[config.mk]
export PLATFORM = sky130hd
export DESIGN_NAME = ble_adv_record_framer
export DESIGN_NICKNAME = d
export VERILOG_FILES = /design/src/rtl/core/ble_arf_pkg.sv /design/src/rtl/core/ble_arf_front.sv /design/src/rtl/core/ble_arf_queue.sv /design/src/rtl/core/ble_arf_back.sv /design/src/rtl/core/ble_adv_record_framer.sv
export VERILOG_INCLUDE_DIRS = /design/src /design/src/rtl/core
export SDC_FILE = /design/constraint.sdc
export NUM_CORES = 1
export LEC_CHECK = 0
export ABC_AREA = 1
export BUFFER_PORTS_ARGS = -buffer_cell sky130_fd_sc_hd__buf_2
export CAP_MARGIN = 30
export CORE_MARGIN = 2
export CORE_UTILIZATION = 40
export CTS_BUF_LIST = sky130_fd_sc_hd__clkbuf_8
export CTS_CLUSTER_DIAMETER = 30
export DETAILED_ROUTE_END_ITERATION = 10
export SLEW_MARGIN = 20
export SYNTH_ARGS = -nofsm -noshare
export SYNTH_HDL_FRONTEND = slang
export SYNTH_SLANG_ARGS = --single-unit
[constraint.sdc]
create_clock -name clk -period 7.2 [get_ports clk]
set_clock_uncertainty 0.1 [all_clocks]
set_input_delay 0.72 -clock clk [delete_from_list [all_inputs] [get_ports clk]]
set_output_delay 0.72 -clock clk [all_outputs]
set_load 0.02 [all_outputs]
[src/rtl/core/ble_adv_record_framer_assert.svh]
// Assertion macros for the BLE advertising record framer.
`ifndef BLE_ADV_RECORD_FRAMER_ASSERT_SVH
`define BLE_ADV_RECORD_FRAMER_ASSERT_SVH

// Same-cycle implication, sampled on clk, off during reset.
`define ARF_ASSERT_NOW(label, ante, cons) \
  label: assert property (@(posedge clk) disable iff (!rst_n) (ante) |-> (cons)) \
    else $error("ble_adv_record_framer: same-cycle check failed");

// Next-cycle implication, sampled on clk, off during reset.
`define ARF_ASSERT_NEXT(label, ante, cons) \
  label: assert property (@(posedge clk) disable iff (!rst_n) (ante) |=> (cons)) \
    else $error("ble_adv_record_framer: next-cycle check failed");

`endif

[src/rtl/core/ble_arf_pkg.sv]
// Shared types, constants and the CRC-24 byte update for the record framer.
package ble_arf_pkg;

  localparam int MAX_ADV_DATA_DEF = 31;
  localparam int QUEUE_DEPTH_DEF  = 2;

  localparam logic [23:0] CRC_INIT = 24'h555555;
  localparam logic [23:0] CRC_POLY = 24'hDA6000;

  // One queued command from the front to the back.
  typedef struct packed {
    logic        is_start;
    logic        last;
    logic        empty;
    logic        has_target;
    logic [7:0]  hdr;
    logic [7:0]  len;
    logic [7:0]  rssi;
    logic [7:0]  data;
    logic [47:0] adv_addr;
    logic [47:0] tgt_addr;
  } arf_entry_t;

  // Fold one byte into the CRC, LSB first, reflected polynomial.
  function automatic logic [23:0] crc_byte(input logic [23:0] crc, input logic [7:0] b);
    logic [23:0] c;
    logic        fb;
    c = crc;
    for (int j = 0; j < 8; j++) begin
      fb = b[j] ^ c[0];
      c  = c >> 1;
      if (fb) begin
        c = c ^ CRC_POLY;
      end
    end
    return c;
  endfunction

endpackage

[src/rtl/core/ble_arf_front.sv]
// Front end: accepts input beats, tracks the open record, queues commands.
module ble_arf_front #(
  parameter int MAX_ADV_DATA = ble_arf_pkg::MAX_ADV_DATA_DEF
) (
  input  logic                    clk,
  input  logic                    rst_n,
  input  logic                    in_valid,
  output logic                    in_stall,
  input  logic                    in_action,
  input  logic [2:0]              in_adv_type,
  input  logic [1:0]              in_addr_type,
  input  logic                    in_has_target,
  input  logic [47:0]             in_adv_address,
  input  logic [47:0]             in_target_address,
  input  logic signed [7:0]       in_rssi,
  input  logic [7:0]              in_data_length,
  input  logic [7:0]              in_data_byte,
  input  logic                    q_full,
  output logic                    q_push,
  output ble_arf_pkg::arf_entry_t q_entry
);

  localparam int BL_W = $clog2(MAX_ADV_DATA + 1);
  localparam logic [7:0] MAX_LEN = 8'(MAX_ADV_DATA);

  // Advertising type to PDU type code.
  localparam logic [3:0] PDU_CODE [8] = '{4'd0, 4'd1, 4'd6, 4'd2, 4'd4, 4'd0, 4'd0, 4'd0};

  logic            in_record_r, in_record_nxt;
  logic [BL_W-1:0] bytes_left_r, bytes_left_nxt;

  logic       accept;
  logic [7:0] dlen;
  logic [8:0] len_sum;
  logic       txadd;
  logic       data_ok;

  assign in_stall = q_full;
  assign accept   = in_valid && !in_stall;

  // Clamp the data length and build the PDU header and length bytes.
  assign dlen    = (in_data_length > MAX_LEN) ? MAX_LEN : in_data_length;
  assign len_sum = 9'd6 + (in_has_target ? 9'd6 : 9'd0) + {1'b0, dlen};
  assign txadd   = in_addr_type[0];
  assign data_ok = in_record_r && (bytes_left_r != '0);

  // Classify the beat: start, data in record, or drop.
  always_comb begin
    in_record_nxt  = in_record_r;
    bytes_left_nxt = bytes_left_r;
    q_push         = 1'b0;

    q_entry.is_start   = !in_action;
    q_entry.last       = (bytes_left_r == BL_W'(1));
    q_entry.empty      = (dlen == 8'd0);
    q_entry.has_target = in_has_target;
    q_entry.hdr        = {1'b0, txadd, 2'b00, PDU_CODE[in_adv_type]};
    q_entry.len        = len_sum[7:0];
    q_entry.rssi       = in_rssi;
    q_entry.data       = in_data_byte;
    q_entry.adv_addr   = in_adv_address;
    q_entry.tgt_addr   = in_target_address;

    if (accept) begin
      if (!in_action) begin
        q_push         = 1'b1;
        in_record_nxt  = (dlen != 8'd0);
        bytes_left_nxt = BL_W'(dlen);
      end else if (data_ok) begin
        q_push         = 1'b1;
        bytes_left_nxt = bytes_left_r - BL_W'(1);
        if (bytes_left_r == BL_W'(1)) begin
          in_record_nxt = 1'b0;
        end
      end
    end
  end

  always_ff @(posedge clk) begin
    if (!rst_n) begin
      in_record_r  <= 1'b0;
      bytes_left_r <= '0;
    end else begin
      in_record_r  <= in_record_nxt;
      bytes_left_r <= bytes_left_nxt;
    end
  end

endmodule

[src/rtl/core/ble_arf_queue.sv]
// Short command queue between the front and the back.
module ble_arf_queue #(
  parameter int DEPTH = ble_arf_pkg::QUEUE_DEPTH_DEF
) (
  input  logic                    clk,
  input  logic                    rst_n,
  input  logic                    push,
  input  ble_arf_pkg::arf_entry_t push_entry,
  output logic                    full,
  input  logic                    pop,
  output logic                    not_empty,
  output ble_arf_pkg::arf_entry_t head
);

  localparam int PTR_W = $clog2(DEPTH);
  localparam int CNT_W = $clog2(DEPTH + 1);

  ble_arf_pkg::arf_entry_t slot_r [DEPTH];

  logic [PTR_W-1:0] wr_ptr_r, wr_ptr_nxt;
  logic [PTR_W-1:0] rd_ptr_r, rd_ptr_nxt;
  logic [CNT_W-1:0] count_r, count_nxt;

  assign full      = (count_r == CNT_W'(DEPTH));
  assign not_empty = (count_r != '0);
  assign head      = slot_r[rd_ptr_r];

  // Advance pointers with wrap and track fill.
  always_comb begin
    wr_ptr_nxt = wr_ptr_r;
    rd_ptr_nxt = rd_ptr_r;
    count_nxt  = count_r;
    if (push) begin
      wr_ptr_nxt = (wr_ptr_r == PTR_W'(DEPTH - 1)) ? '0 : wr_ptr_r + PTR_W'(1);
    end
    if (pop) begin
      rd_ptr_nxt = (rd_ptr_r == PTR_W'(DEPTH - 1)) ? '0 : rd_ptr_r + PTR_W'(1);
    end
    if (push && !pop) begin
      count_nxt = count_r + CNT_W'(1);
    end else if (pop && !push) begin
      count_nxt = count_r - CNT_W'(1);
    end
  end

  always_ff @(posedge clk) begin
    if (!rst_n) begin
      wr_ptr_r <= '0;
      rd_ptr_r <= '0;
      count_r  <= '0;
    end else begin
      wr_ptr_r <= wr_ptr_nxt;
      rd_ptr_r <= rd_ptr_nxt;
      count_r  <= count_nxt;
    end
  end

  // Store the pushed entry.
  always_ff @(posedge clk) begin
    if (push) begin
      slot_r[wr_ptr_r] <= push_entry;
    end
  end

endmodule

[src/rtl/core/ble_arf_back.sv]
// Back end: sequences header, data and CRC bytes into the output register.
module ble_arf_back (
  input  logic                    clk,
  input  logic                    rst_n,
  input  logic                    q_valid,
  input  ble_arf_pkg::arf_entry_t q_head,
  output logic                    q_pop,
  output logic                    out_valid,
  input  logic                    out_stall,
  output logic [7:0]              out_byte,
  output logic                    out_end_of_record
);

  typedef enum logic [2:0] {
    ST_IDLE = 3'b001,
    ST_HDR  = 3'b010,
    ST_CRC  = 3'b100
  } state_t;

  // Byte positions within the start burst.
  localparam logic [4:0] POS_PDU_HDR = 5'd14;
  localparam logic [4:0] POS_ADV_END = 5'd21;
  localparam logic [4:0] POS_TGT_END = 5'd27;

  state_t                  state_r, state_nxt;
  ble_arf_pkg::arf_entry_t cur_r, cur_nxt;
  logic [4:0]              pos_r, pos_nxt;
  logic [1:0]              crc_cnt_r, crc_cnt_nxt;
  logic [23:0]             crc_r, crc_nxt;
  logic                    out_valid_r;
  logic [7:0]              out_byte_r;
  logic                    out_eor_r;

  logic       adv;
  logic       emit;
  logic [7:0] emit_byte;
  logic       emit_eor;
  logic [7:0] hdr_byte;
  logic       hdr_done;

  assign adv = !out_valid_r || !out_stall;

  // Select the byte for the current position of the start burst.
  always_comb begin
    case (pos_r)
      5'd1:    hdr_byte = cur_r.rssi;
      5'd2:    hdr_byte = 8'h80;
      5'd4:    hdr_byte = 8'hD6;
      5'd5:    hdr_byte = 8'hBE;
      5'd6:    hdr_byte = 8'h89;
      5'd7:    hdr_byte = 8'h8E;
      5'd8:    hdr_byte = 8'h13;
      5'd9:    hdr_byte = 8'h0C;
      5'd10:   hdr_byte = 8'hD6;
      5'd11:   hdr_byte = 8'hBE;
      5'd12:   hdr_byte = 8'h89;
      5'd13:   hdr_byte = 8'h8E;
      5'd14:   hdr_byte = cur_r.hdr;
      5'd15:   hdr_byte = cur_r.len;
      5'd16:   hdr_byte = cur_r.adv_addr[7:0];
      5'd17:   hdr_byte = cur_r.adv_addr[15:8];
      5'd18:   hdr_byte = cur_r.adv_addr[23:16];
      5'd19:   hdr_byte = cur_r.adv_addr[31:24];
      5'd20:   hdr_byte = cur_r.adv_addr[39:32];
      5'd21:   hdr_byte = cur_r.adv_addr[47:40];
      5'd22:   hdr_byte = cur_r.tgt_addr[7:0];
      5'd23:   hdr_byte = cur_r.tgt_addr[15:8];
      5'd24:   hdr_byte = cur_r.tgt_addr[23:16];
      5'd25:   hdr_byte = cur_r.tgt_addr[31:24];
      5'd26:   hdr_byte = cur_r.tgt_addr[39:32];
      5'd27:   hdr_byte = cur_r.tgt_addr[47:40];
      default: hdr_byte = 8'h00;
    endcase
  end

  assign hdr_done = ((pos_r == POS_ADV_END) && !cur_r.has_target) || (pos_r == POS_TGT_END);

  // Sequence one byte per free output slot.
  always_comb begin
    state_nxt   = state_r;
    cur_nxt     = cur_r;
    pos_nxt     = pos_r;
    crc_cnt_nxt = crc_cnt_r;
    crc_nxt     = crc_r;
    q_pop       = 1'b0;
    emit        = 1'b0;
    emit_byte   = 8'h00;
    emit_eor    = 1'b0;

    case (state_r)
      ST_IDLE: begin
        if (q_valid && adv) begin
          q_pop = 1'b1;
          emit  = 1'b1;
          if (q_head.is_start) begin
            emit_byte = 8'h00;
            crc_nxt   = ble_arf_pkg::CRC_INIT;
            cur_nxt   = q_head;
            pos_nxt   = 5'd1;
            state_nxt = ST_HDR;
          end else begin
            emit_byte = q_head.data;
            crc_nxt   = ble_arf_pkg::crc_byte(crc_r, q_head.data);
            if (q_head.last) begin
              crc_cnt_nxt = 2'd0;
              state_nxt   = ST_CRC;
            end
          end
        end
      end
      ST_HDR: begin
        if (adv) begin
          emit      = 1'b1;
          emit_byte = hdr_byte;
          pos_nxt   = pos_r + 5'd1;
          if (pos_r >= POS_PDU_HDR) begin
            crc_nxt = ble_arf_pkg::crc_byte(crc_r, hdr_byte);
          end
          if (hdr_done) begin
            crc_cnt_nxt = 2'd0;
            state_nxt   = cur_r.empty ? ST_CRC : ST_IDLE;
          end
        end
      end
      ST_CRC: begin
        if (adv) begin
          emit        = 1'b1;
          crc_cnt_nxt = crc_cnt_r + 2'd1;
          case (crc_cnt_r)
            2'd0:    emit_byte = crc_r[7:0];
            2'd1:    emit_byte = crc_r[15:8];
            default: emit_byte = crc_r[23:16];
          endcase
          if (crc_cnt_r == 2'd2) begin
            emit_eor  = 1'b1;
            state_nxt = ST_IDLE;
          end
        end
      end
      default: begin
        state_nxt = ST_IDLE;
      end
    endcase
  end

  always_ff @(posedge clk) begin
    if (!rst_n) begin
      state_r     <= ST_IDLE;
      crc_r       <= ble_arf_pkg::CRC_INIT;
      pos_r       <= '0;
      crc_cnt_r   <= '0;
      out_valid_r <= 1'b0;
    end else begin
      state_r   <= state_nxt;
      crc_r     <= crc_nxt;
      pos_r     <= pos_nxt;
      crc_cnt_r <= crc_cnt_nxt;
      if (emit) begin
        out_valid_r <= 1'b1;
      end else if (!out_stall) begin
        out_valid_r <= 1'b0;
      end
    end
  end

  // Hold the burst fields and the output beat.
  always_ff @(posedge clk) begin
    cur_r <= cur_nxt;
    if (emit) begin
      out_byte_r <= emit_byte;
      out_eor_r  <= emit_eor;
    end
  end

  assign out_valid         = out_valid_r;
  assign out_byte          = out_byte_r;
  assign out_end_of_record = out_eor_r;

endmodule

[src/rtl/core/ble_adv_record_framer.sv]
// Top level of the BLE advertising record framer.
//
//  channel | direction | handshake           | fields
//  in_     | input     | in_valid / in_stall | action, adv_type, addr_type, has_target,
//          |           |                     | adv_address, target_address, rssi,
//          |           |                     | data_length, data_byte
//  out_    | output    | out_valid/out_stall | out_byte, out_end_of_record
//
// A data beat inside a record yields one output byte.
// A start beat yields a burst of 22 or 28 header bytes, one per cycle unless out_stall
// holds the output, set by the back-end byte sequencer; the last data byte is followed
// by three CRC bytes. Input beats are taken while the two-entry command
// queue has room, so the front keeps accepting while the back or the output waits.
// Stray data beats are accepted and dropped. Reset is synchronous, active low.
module ble_adv_record_framer #(
  parameter int MAX_ADV_DATA = ble_arf_pkg::MAX_ADV_DATA_DEF,
  parameter int QUEUE_DEPTH  = ble_arf_pkg::QUEUE_DEPTH_DEF
) (
  input  logic              clk,
  input  logic              rst_n,
  input  logic              in_valid,
  output logic              in_stall,
  input  logic              in_action,
  input  logic [2:0]        in_adv_type,
  input  logic [1:0]        in_addr_type,
  input  logic              in_has_target,
  input  logic [47:0]       in_adv_address,
  input  logic [47:0]       in_target_address,
  input  logic signed [7:0] in_rssi,
  input  logic [7:0]        in_data_length,
  input  logic [7:0]        in_data_byte,
  output logic              out_valid,
  input  logic              out_stall,
  output logic [7:0]        out_byte,
  output logic              out_end_of_record
);

  `include "ble_adv_record_framer_assert.svh"

  logic                    q_full;
  logic                    q_push;
  logic                    q_pop;
  logic                    q_valid;
  ble_arf_pkg::arf_entry_t q_entry;
  ble_arf_pkg::arf_entry_t q_head;

  ble_arf_front #(
    .MAX_ADV_DATA (MAX_ADV_DATA)
  ) u_front (
    .clk               (clk),
    .rst_n             (rst_n),
    .in_valid          (in_valid),
    .in_stall          (in_stall),
    .in_action         (in_action),
    .in_adv_type       (in_adv_type),
    .in_addr_type      (in_addr_type),
    .in_has_target     (in_has_target),
    .in_adv_address    (in_adv_address),
    .in_target_address (in_target_address),
    .in_rssi           (in_rssi),
    .in_data_length    (in_data_length),
    .in_data_byte      (in_data_byte),
    .q_full            (q_full),
    .q_push            (q_push),
    .q_entry           (q_entry)
  );

  ble_arf_queue #(
    .DEPTH (QUEUE_DEPTH)
  ) u_queue (
    .clk        (clk),
    .rst_n      (rst_n),
    .push       (q_push),
    .push_entry (q_entry),
    .full       (q_full),
    .pop        (q_pop),
    .not_empty  (q_valid),
    .head       (q_head)
  );

  ble_arf_back u_back (
    .clk               (clk),
    .rst_n             (rst_n),
    .q_valid           (q_valid),
    .q_head            (q_head),
    .q_pop             (q_pop),
    .out_valid         (out_valid),
    .out_stall         (out_stall),
    .out_byte          (out_byte),
    .out_end_of_record (out_end_of_record)
  );

  // Queue integrity between front and back.
  `ARF_ASSERT_NOW(a_no_push_when_full, q_push, !q_full)
  `ARF_ASSERT_NOW(a_no_pop_when_empty, q_pop, q_valid)
  `ARF_ASSERT_NEXT(a_full_needs_push, !q_full && !q_push, !q_full)

endmodule

Word-level counts from Yosys, hierarchy flattened
Memories as Yosys holds them, arrays and structs flattened. A register that Yosys moved wholly into a read port is not among the register bits.
Cells that the tools add are included.
{"block": "op_classes", "eq_ne": 46, "n_lt_le_gt_ge": 3, "n_reduce_logical": 36, "bitwise": 32, "n_addsub": 9, "muxes": 117}
{"cell": "two-way mux 24 bit", "n": 62}
{"cell": "one-hot mux 8 bit (22 select lines)", "n": 1}
{"cell": "NOT 6 -> 7 bit", "n": 15}
{"cell": "== test 5 bit (second input constant)", "n": 12}
{"cell": "one-hot mux 24 bit (2 select lines)", "n": 1}
{"cell": "== test 5 x 4 -> 1 bit (second input constant)", "n": 8}
{"cell": "two-way mux 8 bit", "n": 5}
{"cell": "two-way mux 3 bit", "n": 9}
{"cell": "two-way mux 5 bit", "n": 5}
{"cell": "one-hot mux 8 bit (3 select lines)", "n": 1}
{"cell": "== test 5 x 3 -> 1 bit (second input constant)", "n": 4}
{"cell": "!= test 2 x 1 -> 1 bit (second input constant)", "n": 10}
{"cell": "two-way mux 1 bit", "n": 18}
{"cell": "two-way mux 2 bit", "n": 8}
{"cell": "one-hot mux 8 bit (2 select lines)", "n": 1}
{"cell": "bitwise XOR 1 bit", "n": 16}
{"cell": "== test 5 x 1 -> 1 bit (second input constant)", "n": 2}
{"cell": "one-hot mux 5 bit (2 select lines)", "n": 1}
{"cell": "OR reduction 2 bit", "n": 5}
{"cell": "one-hot mux 3 bit (3 select lines)", "n": 1}
{"cell": "adder 3 x 8 -> 8 bit (first input constant)", "n": 1}
{"cell": "adder 8 bit", "n": 1}
{"cell": "greater-than comparator 8 x 5 -> 1 bit (second input constant)", "n": 1}
{"cell": "zero test 8 bit", "n": 1}
{"cell": "32 further kinds", "n": 54}
{"block": "word_totals", "wordCells": 264, "romBits": 32, "input_bits": 131, "mem_count": 2, "ramBits": 258, "out_inout_bits": 11, "register_bits": 176}
{"memory": "u_queue.slot_r", "words": 2, "word_bits": 129, "rd": 1, "rd_ports_with_merged_regs": 1, "wr": 1, "line_no": "ble_arf_queue.sv:18", "text": "ble_arf_pkg::arf_entry_t slot_r [DEPTH];"}
{"memory": "(no name shown)", "words": 8, "word_bits": 4, "rd": 1, "rd_ports_with_merged_regs": 0, "wr": 0, "line_no": "ble_arf_front.sv:57", "text": "q_entry.hdr = {1'b0, txadd, 2'b00, PDU_CODE[in_adv_type]};"}

Depth between registers and ports, before layout
Gate-level depths: netlist (run 1).
{"block": "logic_depth", "depth_word": 43, "depth_mapped": 23, "ltp_nobuf": 21}

Cells and area by module
Synthesis (run 1) repeated with hierarchy kept, for this count alone.
{"block": "hier_totals", "hier_cells": 1689, "hier_area_um2": 20474.6}
{"module": "ble_arf_queue", "n_inst": 1, "area_each_um2": 10083.4, "cells_each": 446, "seq_area_each_um2": 8027.7}
{"module": "ble_arf_back", "n_inst": 1, "area_each_um2": 8805.9, "cells_each": 1009, "seq_area_each_um2": 4634.4}
{"module": "ble_arf_front", "n_inst": 1, "area_each_um2": 1585.3, "cells_each": 234, "seq_area_each_um2": 120.1}

Worst setup path after synthesis (run 1)
Ideal clock, no wire load.
{"block": "synth_timing", "path_kind": "input port to flip-flop", "from": "input port in_action", "to": "memory u_queue.slot_r[1][0] (netlist name) (enable)", "path_slack_ns": 0.095, "n_path_buf": 0, "setup_time_ns": 0.618, "t_required_ns": 6.482, "arrival_ns": 6.388, "cell_stages": 5, "cell_sequence": "inv_1 a21oi_1 nor2_1 inv_1 nor2_1"}
{"block": "synth_between", "elab_chain_cells": 4}
{"item": "start: declaration", "line_no": "ble_adv_record_framer.sv:23", "text": "input logic in_action,"}
{"item": "two-way mux 1 bit", "line_no": "ble_arf_front.sv:65", "text": "if (!in_action) begin"}
{"item": "two-way mux 1 bit", "line_no": "ble_arf_front.sv:64", "text": "if (accept) begin"}
{"item": "two-way mux 1 bit", "line_no": "ble_arf_queue.sv:60", "text": "if (push) begin"}
{"item": "two-way mux 1 bit (not written as such)", "line_no": "ble_arf_queue.sv:61", "text": "slot_r[wr_ptr_r] <= push_entry;"}
{"item": "end: declaration", "line_no": "ble_arf_queue.sv:18"}
Every way passes these cells.

==> results.tsv, run 1 <==
metric	value	unit
Max-cap violations	0	
number of CTS-inserted buffers	95	
mapped cell area	0.0186	mm2
Synth Flop Type	edfxtp_1	
max-slew violation count	0	
average size of a mapped cell	10.5	um2
Reg2Reg Depth	11	
Worst Setup EP	u_back.crc_r[16]$_SDFFE_PN1P_	
DR vias	13100	
peak supply drop	0.224	mV
YS warnings	0	
CTS Sinks	429	
CTS max path bufs	3	
fmax	0.280	GHz
Clock Pin Slew Worst Setup and Hold Paths	60	ps
Hold Buf Count CTS	0	
critical path cell sequence	buf_4 -> nand2_1 -> nand2_1 -> xor2_1 -> xnor2_1 -> xor2_1 -> xnor2_1 -> o21ai_0 -> nand2_1 -> nand2_1 -> nand2_1	
worst-skew pair later-pin latency	680	ps
WL final	47800	um
Root Driver	clkbuf_8	
status	finished, final reports clean	
slew margin rel.	37.7	%
largest net degree at the start of global routing	120	
vias in the first global route	12800	
Starting DRT DRC Count	1275	
synth unique cells	48	
chip height	220	um
fin nets	2120	
Die ar.	0.0483	mm2
top cells by count, synth	nand2_1 (650), edfxtp_1 (383), inv_1 (128), nor2_1 (128), nand3_1 (74)	
Core Region	0.0463	mm2
cell mode on critical path	nand2_1	
Cells after Synth	1777	
Critical Path RT	7650	ps
startpoint types	flop	
hold violation total from the final report	0	
htree depth	3	
Worst Tran Pin Value	928	ps
DRC errors left	0	
Synth area leader	edfxtp_1	
I/O pin count	142	
sequential fraction of the synthesis area	66.8	%
ys async rst share	0	%
Worst Path Max Fanout	76	
grt total ovfl	0	
WL per Instance	18.0	um
Pwr Total	9.04	mW
fraction of the cycle the final worst path needs	49.7	%
number of synthesized flops with an enable pin	383	
Core Util, Final	47.6	%
most frequent cell after synthesis	nand2_1	
Hold WS	126	ps
share of post-route cells with drive strength above 1	17.4	%
initial antenna violation count	0	
Finished Layout Cells	2656	
critical path type	reg -> reg	
slowest cell on the critical path	dfxtp_4	
initial core utilization	40.2	%
reg-to-reg slack, setup	3620	ps
CP Capture Type	flop	
largest cells by area after synthesis	edfxtp_1 (62%), nand2_1 (13%), dfxtp_1 (4.9%)	
#FFs+latches synth	429	
setup bufs post-CTS	0	
DP HPWL	32700	um
post-cts resize count	0	
Place WS	3490	ps
Finished Cell Area	0.0220	mm2
Die X	220	um
worst hold path class	in -> reg	
first-pass GRT wire length	72700	um
Tot GR Track Use	20.2	%
DR pass1 iterations	6	
CTS tree	done	
placed cell area	0.0200	mm2
Worst path max stage delay	800	ps
Worst EP arrival	4030	ps
post-route setup TNS	0	ps
Placer Congestion	0.926	
Final setup viols	0	
via/cell ratio	4.92	
Rows	79	
Power Density	411	mW/mm2
Setup WS post-layout	3620	ps
area grow syn2layout	18.2	%
Placed Cells	2482	
leakage	9.12	nW
area share of the largest cell type after synthesis	61.8	%
IO Port Bufs	140	
FF-to-FF End	u_back.crc_r[16]$_SDFFE_PN1P_	
DRT antenna net count	0	
setup repair after global routing missed its margin	false	
final worst path period need	3580	ps
Ant. Diodes	0	
-- critical path: cells and delay by family, from the launching register on --
family                 cells  cell delay, ps
flip-flops                 1             800
AO/OA/AOI/OAI              1             230
XOR/XNOR                   4            1050
buffers and inverters      1             790
AND/OR/NAND/NOR            5             470
-- cells in the final DEF (no fill, tap or decap), types with 17 or more instances in the layout --
cell,synthesis,routed
clkinv_2,0,18
xnor2_1,18,18
nor2_1,128,125
dfxtp_1,46,45
nand2_1,650,650
clkinv_1,3,20
xor2_1,25,25
clkbuf_8,0,97
nand3_1,74,74
buf_2,8,140
edfxtp_1,383,383
nand2_2,17,17
o21ai_0,55,55
a21oi_1,44,44
nand4_1,34,34
inv_1,128,139
-- per-layer routing --
layer  vias to the layer above  wire (um)  track usage (%)  part of all wire (%)
met4                         0       1560             8.26                   3.3
li1                       6376          -                -                     -
met3                        96       2670             4.07                   5.6
met1                      6175      20500             26.1                    43
met2                       421      23000             33.3                    48
met5                         -          0                0                     0
-- sequential cells by signal, summed over array words and instances, names as in the netlist, named ones only --
register and cells:
u_back.pos_r 5, u_back.cur_r 118, u_queue.rd_ptr_r 1, u_back.crc_cnt_r 2
u_back.state_r 3, u_back.out_end_of_record 1, u_back.out_valid 1, u_front.in_record_r 1
u_queue.wr_ptr_r 1, u_back.crc_r 24, u_front.bytes_left_r 5, u_back.out_byte 8
u_queue.slot_r 256, u_queue.count_r 2
-- power breakdown --
| part | total (mW) | internal, mW | switching [mW] |
|---|---|---|---|
| Sequential | 3.49 | 3.27 | 0.221 |
| Clock | 2.82 | 1.68 | 1.14 |
| Combinational | 2.73 | 0.797 | 1.93 |
-- how the worst min path moves through the flow --
stage,start,slack [ps],end,depth (start not counted)
after global routing,in_target_address[41],80,u_queue.slot_r[0][41]$_DFFE_PP_,1
final,in_target_address[40],130,u_queue.slot_r[0][40]$_DFFE_PP_,1
after CTS,in_target_address[40],60,u_queue.slot_r[0][40]$_DFFE_PP_,1
after detailed placement,u_queue.rd_ptr_r$_SDFFE_PN0P_,360,flop,2
after floorplan,u_front.in_record_r$_SDFFE_PN0P_,340,u_front.in_record_r$_SDFFE_PN0P_,2
after global placement,u_queue.rd_ptr_r$_SDFFE_PN0P_,350,flop,2
-- cells by family (layout without fill, tap and decap cells) --
group,after synthesis,in the layout,synth area share (%)
AND/OR/NAND/NOR,938,938,20.9
flip-flops,429,429,66.8
buffers and inverters,196,465,4.15
AO/OA/AOI/OAI,148,148,4.51
XOR/XNOR,48,48,2.52
adder cells (fa/ha/maj),17,17,1.18
other,1,4,0.0202
-- area by class of cell --
class                      count  area, um2
timing repair buffer         148        786
multi-input combinational   1155       5450
fill                        4277      24300
clock inverter                77        708
tap                          607        759
inverter                     143        539
clock buffer                  97       1340
sequential                   429      12400
(Power assumes the default switching activity.)
==> inputs of run 2 (changes only) <==
--- a/config.mk
+++ b/config.mk
@@ -6,7 +6,7 @@
 export SDC_FILE = /design/constraint.sdc
 export NUM_CORES = 1
 export LEC_CHECK = 0
-export ABC_AREA = 1
+export ABC_AREA = 0
 export BUFFER_PORTS_ARGS = -buffer_cell sky130_fd_sc_hd__buf_2
 export CAP_MARGIN = 30
 export CORE_MARGIN = 2
==> constraint.sdc (replaced) <==
create_clock -name clk -period 2.9 [get_ports clk]
set_clock_uncertainty 0.1 [all_clocks]
set_input_delay 0.29 -clock clk [delete_from_list [all_inputs] [get_ports clk]]
set_output_delay 0.29 -clock clk [all_outputs]
set_load 0.02 [all_outputs]
==> results.tsv, run 2 <==
metric	value	unit	change
status	finished, violations left		was finished, final reports clean
violated checks	setup timing		
Clock Power Share	31.8	%	was 31.1%
Placed Cells	1926		was 2482
Die ar.	0.0462	mm2	was 0.0483 mm2
Fillers	3623		was 4277
largest cells by area after synthesis	edfxtp_1 (65%), mux2_2 (7.6%), dfxtp_1 (5.2%)		was edfxtp_1 (62%), nand2_1 (13%), dfxtp_1 (4.9%)
mapped cell area	0.0178	mm2	was 0.0186 mm2
setup repair after global routing missed its margin	true		was false
Critical Path RT	3330	ps	was 7650 ps
max-slew violation count	0		unchanged
Worst EP arrival	3550	ps	was 4030 ps
initial core utilization	40.4	%	was 40.2%
DRT antenna net count	0		unchanged
most frequent cells in the layout	edfxtp_1 (383), buf_2 (140), dlygate4sd3_1 (125)		was nand2_1 (650), edfxtp_1 (383), buf_2 (140)
DR pass1 iterations	5		was 6
fin nets	1714		was 2120
Adder-Cell Fraction of Synth Area	1.24	%	was 1.18%
htree depth	3		unchanged
area grow syn2layout	34.0	%	was 18.2%
Hold WS	88.0	ps	was 126 ps
CTS Sinks	429		unchanged
Pwr Total	21.6	mW	was 9.04 mW
#FFs+latches synth	429		unchanged
DRC errors left	0		unchanged
Power Density	907	mW/mm2	was 411 mW/mm2
IO Port Bufs	140		unchanged
compound-cell area share of the yosys netlist	7.59	%	was 4.51%
critical path cell sequence	ha_2 -> and3_4 -> ha_4 -> a32oi_1 -> o211a_1 -> nand4_1 -> xor2_2 -> buf_4 -> xor3_1 -> xnor2_1 -> a221oi_2 -> nor2_1		was buf_4 -> nand2_1 -> nand2_1 -> xor2_1 -> xnor2_1 -> xor2_1 -> xnor2_1 -> o21ai_0 -> nand2_1 -> nand2_1 -> nand2_1
Largest delay share family, worst path	XOR/XNOR gates		unchanged
Clock Pin Slew Worst Setup and Hold Paths	50	ps	was 60 ps
simple-gate share of the synthesized area	5.63	%	was 20.9%
fmax	0.321	GHz	was 0.280 GHz
worst hold path class	in -> reg		unchanged
CTS max path bufs	3		unchanged
slowest cell on the critical path	xor3_1		was dfxtp_4
sequential fraction of the synthesis area	69.9	%	was 66.8%
number of CTS-inserted buffers	90		was 95
YS warnings	0		unchanged
critical path type	reg -> reg		unchanged
max reg flops	256		unchanged
initial antenna violation count	0		unchanged
sw frac	30.2	%	was 36.5%
Rows	77		was 79
Core Util, Final	54.1	%	was 47.6%
DR vias	11100		was 13.1k
multiplexer share of the synthesized area	9.23	%	was 0%
I/O pin count	142		unchanged
number of synthesized flops with an enable pin	383		unchanged
synth unique cells	70		was 48
Synth Flop Type	edfxtp_1		unchanged
Die X	215	um	was 220 um
Psw	6.53	mW	was 3.30 mW
Finished Cell Area	0.0238	mm2	was 0.0220 mm2
WL per Instance	20.1	um	was 18.0 um
post-route setup TNS	-2190	ps	was 0 ps
ys async rst share	0	%	unchanged
Setup WS post-layout	-220	ps	was 3620 ps
Starting DRT DRC Count	556		was 1275
Worst Tran Pin Value	776	ps	was 928 ps
Core Region	0.0440	mm2	was 0.0463 mm2
Finished Layout Cells	2234		was 2656
Reg power frac	39.5	%	was 38.6%
commonest non-fill, non-tap cell in the layout	edfxtp_1		was nand2_1
registers with the most flip-flops	u_queue.slot_r x256, u_back.cur_r x118, u_back.crc_r x24		unchanged
Max-cap violations	0		unchanged
first-pass GRT wire length	68800	um	was 72700 um
Worst Path Buf+Inv	1		unchanged
startpoint types	flop		unchanged
largest family of logic cells by synthesized area	multiplexers		was simple AND/OR/NAND/NOR gates
Ant. Diodes	0		unchanged
top cells by count, synth	edfxtp_1 (383), mux2_2 (120), xnor2_1 (49)		was nand2_1 (650), edfxtp_1 (383), inv_1 (128), nor2_1 (128), nand3_1 (74)
average size of a mapped cell	15.8	um2	was 10.5 um2
vias in the first global route	11900		was 12.8k
chip height	215	um	was 220 um
hold violation total from the final report	0		unchanged
Worst path max stage delay	430	ps	was 800 ps
worst-skew pair later-pin latency	660	ps	was 680 ps
placed cell area	0.0202	mm2	was 0.0200 mm2
Place WS	-342	ps	was 3490 ps
DP HPWL	29600	um	was 32700 um
Synth area leader	edfxtp_1		unchanged
via/cell ratio	4.99		was 4.92
fraction of the cycle the final worst path needs	108	%	was 49.7%
Placer Congestion	0.869		was 0.926
leakage	8.60	nW	was 9.12 nW
Final setup viols	14		was 0
most frequent cell after synthesis	edfxtp_1		was nand2_1
area occupied by multi-input gates	0.00539	mm2	was 0.00545 mm2
largest net degree at the start of global routing	120		unchanged
Cells after Synth	1122		was 1777
share of post-route cells with drive strength above 1	37.5	%	was 17.4%
Synth Area in XOR/XNOR	4.52	%	was 2.52%
Sequential cell area	0.0124	mm2	about the same
area share of the largest cell type after synthesis	64.7	%	was 61.8%
CTS tree	done		unchanged
CP Capture Type	flop		unchanged
peak supply drop	0.515	mV	was 0.224 mV
Worst Path Max Fanout	8		was 76
grt total ovfl	0		unchanged
slew margin rel.	48.3	%	was 37.7%
Root Driver	clkbuf_8		unchanged
Pint	15.1	mW	was 5.74 mW
final worst path period need	3120	ps	was 3580 ps
WL final	44800	um	was 47800 um
combinational fraction of design power	28.7	%	was 30.2%
Tot GR Track Use	19.5	%	was 20.2%
largest reg by FF count	u_queue.slot_r		unchanged
## run 2: what timing repair did
action	4_1_cts	5_1_grt
resized for setup	42	12
hold buffers	125	0
endpoints found under the hold margin	244	0
setup endpoints to repair	17	18
pin swaps	26	22
setup buffers	13	3
## run 2: worst paths after layout
path                                    start                                    to  slack [ps]  depth (start not counted)
max reg2reg      u_back.pos_r[0]$_SDFFE_PN0P_         u_back.crc_r[17]$_SDFFE_PN0P_        -220                         12
max              u_back.pos_r[0]$_SDFFE_PN0P_         u_back.crc_r[17]$_SDFFE_PN0P_        -220                         12
min reg2reg  u_front.in_record_r$_SDFFE_PN0P_      u_front.in_record_r$_SDFFE_PN0P_         380                          2
min                         in_data_length[1]  u_front.bytes_left_r[1]$_SDFFE_PN0P_          90                          3
## run 2: cell type report
| class | count | area share [%] |
|---|---|---|
| Clock buffer | 93 | 5.37 |
| Sequential cell | 429 | 52.2 |
| Multi-Input combinational cell | 620 | 22.6 |
| Timing Repair Buffer | 407 | 13.5 |
| Inverter | 18 | 0.294 |
| Tap cell | 592 | 3.11 |
| Clock inverter | 75 | 2.97 |
## run 2: metal layers
layer,global-route usage (%),part of all wire (%),vias to the layer above
met1,24.7,43,5510
li1,-,-,5274
met2,33.4,50,290
met3,4.29,4.3,74
met5,0,0,-
met4,6.30,2.1,0
## run 2: worst register-to-register path: cells and delay by family, from the launching register on
kind	cells	cell delay [ps]
fa+ha+maj	2	420
compound gates	3	640
buf+inv	1	130
flops	1	360
simple gates	3	500
xor+xnor	3	840
## run 2: cell families (layout without fill, tap and decap cells)
| kind of cell | count (synthesis) | in the layout |
|---|---|---|
| other cells | 1 | 4 |
| flops | 429 | 429 |
| compound gates | 181 | 181 |
| xor+xnor | 77 | 77 |
| fa+ha+maj | 17 | 17 |
| simple gates | 192 | 192 |
| mux | 149 | 149 |
| buf+inv | 76 | 593 |
## run 2: power groups by stage
stage / sequential, mW / combinational (mW) / clock (mW)
2_1_floorplan: 8.49 / 3.59 / 0
3_3_place_gp: 8.63 / 5.59 / 0
3_5_place_dp: 8.64 / 5.59 / 0
4_1_cts: 8.55 / 6.09 / 7.07
5_1_grt: 8.63 / 6.69 / 7.36
6_report: 8.55 / 6.21 / 6.87
==> inputs of run 3 (changes only) <==
--- a/config.mk
+++ b/config.mk
@@ -6,7 +6,7 @@
 export SDC_FILE = /design/constraint.sdc
 export NUM_CORES = 1
 export LEC_CHECK = 0
-export ABC_AREA = 0
+export ABC_AREA = 1
 export BUFFER_PORTS_ARGS = -buffer_cell sky130_fd_sc_hd__buf_2
 export CAP_MARGIN = 30
 export CORE_MARGIN = 2
@@ -14,6 +14,7 @@
 export CTS_BUF_LIST = sky130_fd_sc_hd__clkbuf_8
 export CTS_CLUSTER_DIAMETER = 30
 export DETAILED_ROUTE_END_ITERATION = 10
+export RECOVER_POWER = 25
 export SLEW_MARGIN = 20
 export SYNTH_ARGS = -nofsm -noshare
 export SYNTH_HDL_FRONTEND = slang
==> results.tsv, run 3 (synthesized netlist as in run 1, its figures left out) <==
metric	value	unit	change
area occupied by multi-input gates	0.00561	mm2	was 0.00539 mm2
Reg2Reg Depth	15		was 12
fmax	0.367	GHz	was 0.321 GHz
Max-cap violations	0		unchanged
CP Capture Type	flop		unchanged
most frequent cells in the layout	nand2_1 (646), edfxtp_1 (383), inv_1 (147)		was edfxtp_1 (383), buf_2 (140), dlygate4sd3_1 (125)
peak supply drop	0.809	mV	was 0.515 mV
worst hold start	in_valid		was in_data_length[1]
first-pass GRT wire length	78200	um	was 68800 um
Finished Layout Cells	2869		was 2234
startpoint types	flop		unchanged
largest net degree at the start of global routing	81		was 120
placed cell area	0.0207	mm2	was 0.0202 mm2
Placed Cells	2568		was 1926
DR pass1 iterations	8		was 5
FF-to-FF End	u_back.crc_r[22]$_SDFFE_PN1P_		was u_back.crc_r[17]$_SDFFE_PN0P_
hold violation total from the final report	0		unchanged
Tot GR Track Use	21.7	%	was 19.5%
Die ar.	0.0483	mm2	was 0.0462 mm2
DRT antenna net count	0		unchanged
reg-to-reg slack, setup	180	ps	was -220 ps
max reg flops	256		unchanged
Core Region	0.0463	mm2	was 0.0440 mm2
Fillers	4207		was 3623
via/cell ratio	4.86		was 4.99
final worst path period need	2720	ps	was 3120 ps
critical path type	reg -> reg		unchanged
vias in the first global route	13700		was 11.9k
fraction of the cycle the final worst path needs	94.0	%	was 108%
grt total ovfl	0		unchanged
worst flop-to-flop path startpoint	u_back.pos_r[1]$_SDFFE_PN0P_		was u_back.pos_r[0]$_SDFFE_PN0P_
worst hold path class	in -> reg		unchanged
registers with the most flip-flops	u_queue.slot_r x256, u_back.cur_r x118, u_back.crc_r x24		unchanged
Pwr Total	23.3	mW	was 21.6 mW
commonest non-fill, non-tap cell in the layout	nand2_1		was edfxtp_1
area grow syn2layout	29.0	%	was 34.0%
Finished Cell Area	0.0240	mm2	was 0.0238 mm2
Worst Hold Depth	5		was 3
Sequential cell area	0.0124	mm2	about the same
worst-skew pair later-pin latency	670	ps	was 660 ps
Ant. Diodes	0		unchanged
fin nets	2333		was 1714
initial core utilization	40.2	%	was 40.4%
CTS max path bufs	3		unchanged
chip height	220	um	was 215 um
Hold Path End	u_front.bytes_left_r[1]$_SDFFE_PN0P_		unchanged
Crit. Startpoint	u_back.pos_r[1]$_SDFFE_PN0P_		was u_back.pos_r[0]$_SDFFE_PN0P_
Setup WS post-layout	175	ps	was -220 ps
setup repair after global routing missed its margin	true		unchanged
DP HPWL	35300	um	was 29600 um
htree depth	3		unchanged
share of post-route cells with drive strength above 1	17.4	%	was 37.5%
Final setup viols	0		was 14
Worst Tran Pin Value	946	ps	was 776 ps
initial antenna violation count	0		unchanged
CTS tree	done		unchanged
WL per Instance	18.1	um	was 20.1 um
Worst EP arrival	3130	ps	was 3550 ps
Die X	220	um	was 215 um
slew margin rel.	36.9	%	was 48.3%
max-slew violation count	0		unchanged
Place WS	33.1	ps	was -342 ps
number of CTS-inserted buffers	93		was 90
DRC errors left	0		unchanged
Starting DRT DRC Count	1177		was 556
leakage	9.97	nW	was 8.60 nW
largest reg by FF count	u_queue.slot_r		unchanged
post-route setup TNS	0	ps	was -2190 ps
WL final	51900	um	was 44800 um
DR vias	13900		was 11.1k
Critical Path RT	3310	ps	was 3330 ps
status	finished, final reports clean		was finished, violations left
Clock Pin Slew Worst Setup and Hold Paths	60	ps	was 50 ps
CTS Sinks	429		unchanged
IO Port Bufs	140		unchanged
Root Driver	clkbuf_8		unchanged
Power Density	970	mW/mm2	was 907 mW/mm2
Worst Path Max Fanout	6		was 8
Rows	79		was 77
Placer Congestion	0.930		was 0.869
I/O pin count	142		unchanged
run 3: cell type report:
| cell class | instances | area share [%] |
|---|---|---|
| Clock buffer | 95 | 5.45 |
| Clock inverter | 77 | 2.83 |
| Inverter | 143 | 2.25 |
| Multi-Input combinational cell | 1156 | 23.4 |
| Sequential cell | 429 | 51.8 |
| Tap cell | 607 | 3.16 |
| Timing Repair Buffer | 362 | 11.1 |
run 3: worst max path at each step:
stage	cells past startpoint	end
after global routing	20	u_back.crc_r[16]$_SDFFE_PN1P_
final	15	u_back.crc_r[22]$_SDFFE_PN1P_
after floorplan	7	u_queue.slot_r[1][0]$_DFFE_PP_
after CTS	20	u_back.crc_r[16]$_SDFFE_PN1P_
after detailed placement	20	u_back.crc_r[16]$_SDFFE_PN1P_
after global placement	20	u_back.crc_r[16]$_SDFFE_PN1P_
run 3: worst max-delay path, cell delays in order (launching register included):
cell,delay [ps]
dfxtp_2,350
inv_1,180
ha_4,210
nand4_2,210
nor2_1,260
nor2_1,90
nand2_1,70
nor2_1,50
buf_4,150
nand3_1,120
nand2_1,100
buf_4,150
nand3_1,70
nand2_1,120
o221ai_1,210
o211ai_1,120
run 3: report_power, final:
part / total (mW) / switching [mW] / internal (mW)
registers: 8.60 / 0.483 / 8.12
logic: 7.83 / 5.18 / 2.65
clock network: 6.85 / 2.77 / 4.08
total: 23.3 / 8.43 / 14.8
run 3: per-layer routing:
metal	part of all wire [%]	GRT usage [%]
met1	43	27.8
met2	49	36.4
met3	5.1	4.43
met4	3.2	7.99
met5	0	0
run 3: what timing repair did:
item,4_1_cts,5_1_grt
pin swaps,0,6
resized for setup,1,36
hold buffers,127,0
hold endpoints to repair,258,0
gates cloned,0,1
setup buffers,0,1
endpoints found under the setup margin,2,18
run 3: through the flow:
stage	util (%)	hold slack, ps
6_report	51.9	59.4
5_1_grt	51.9	48.6
4_1_cts	51.8	4.90
3_5_place_dp	44.7	361
3_3_place_gp	44.7	346
2_1_floorplan	-	289
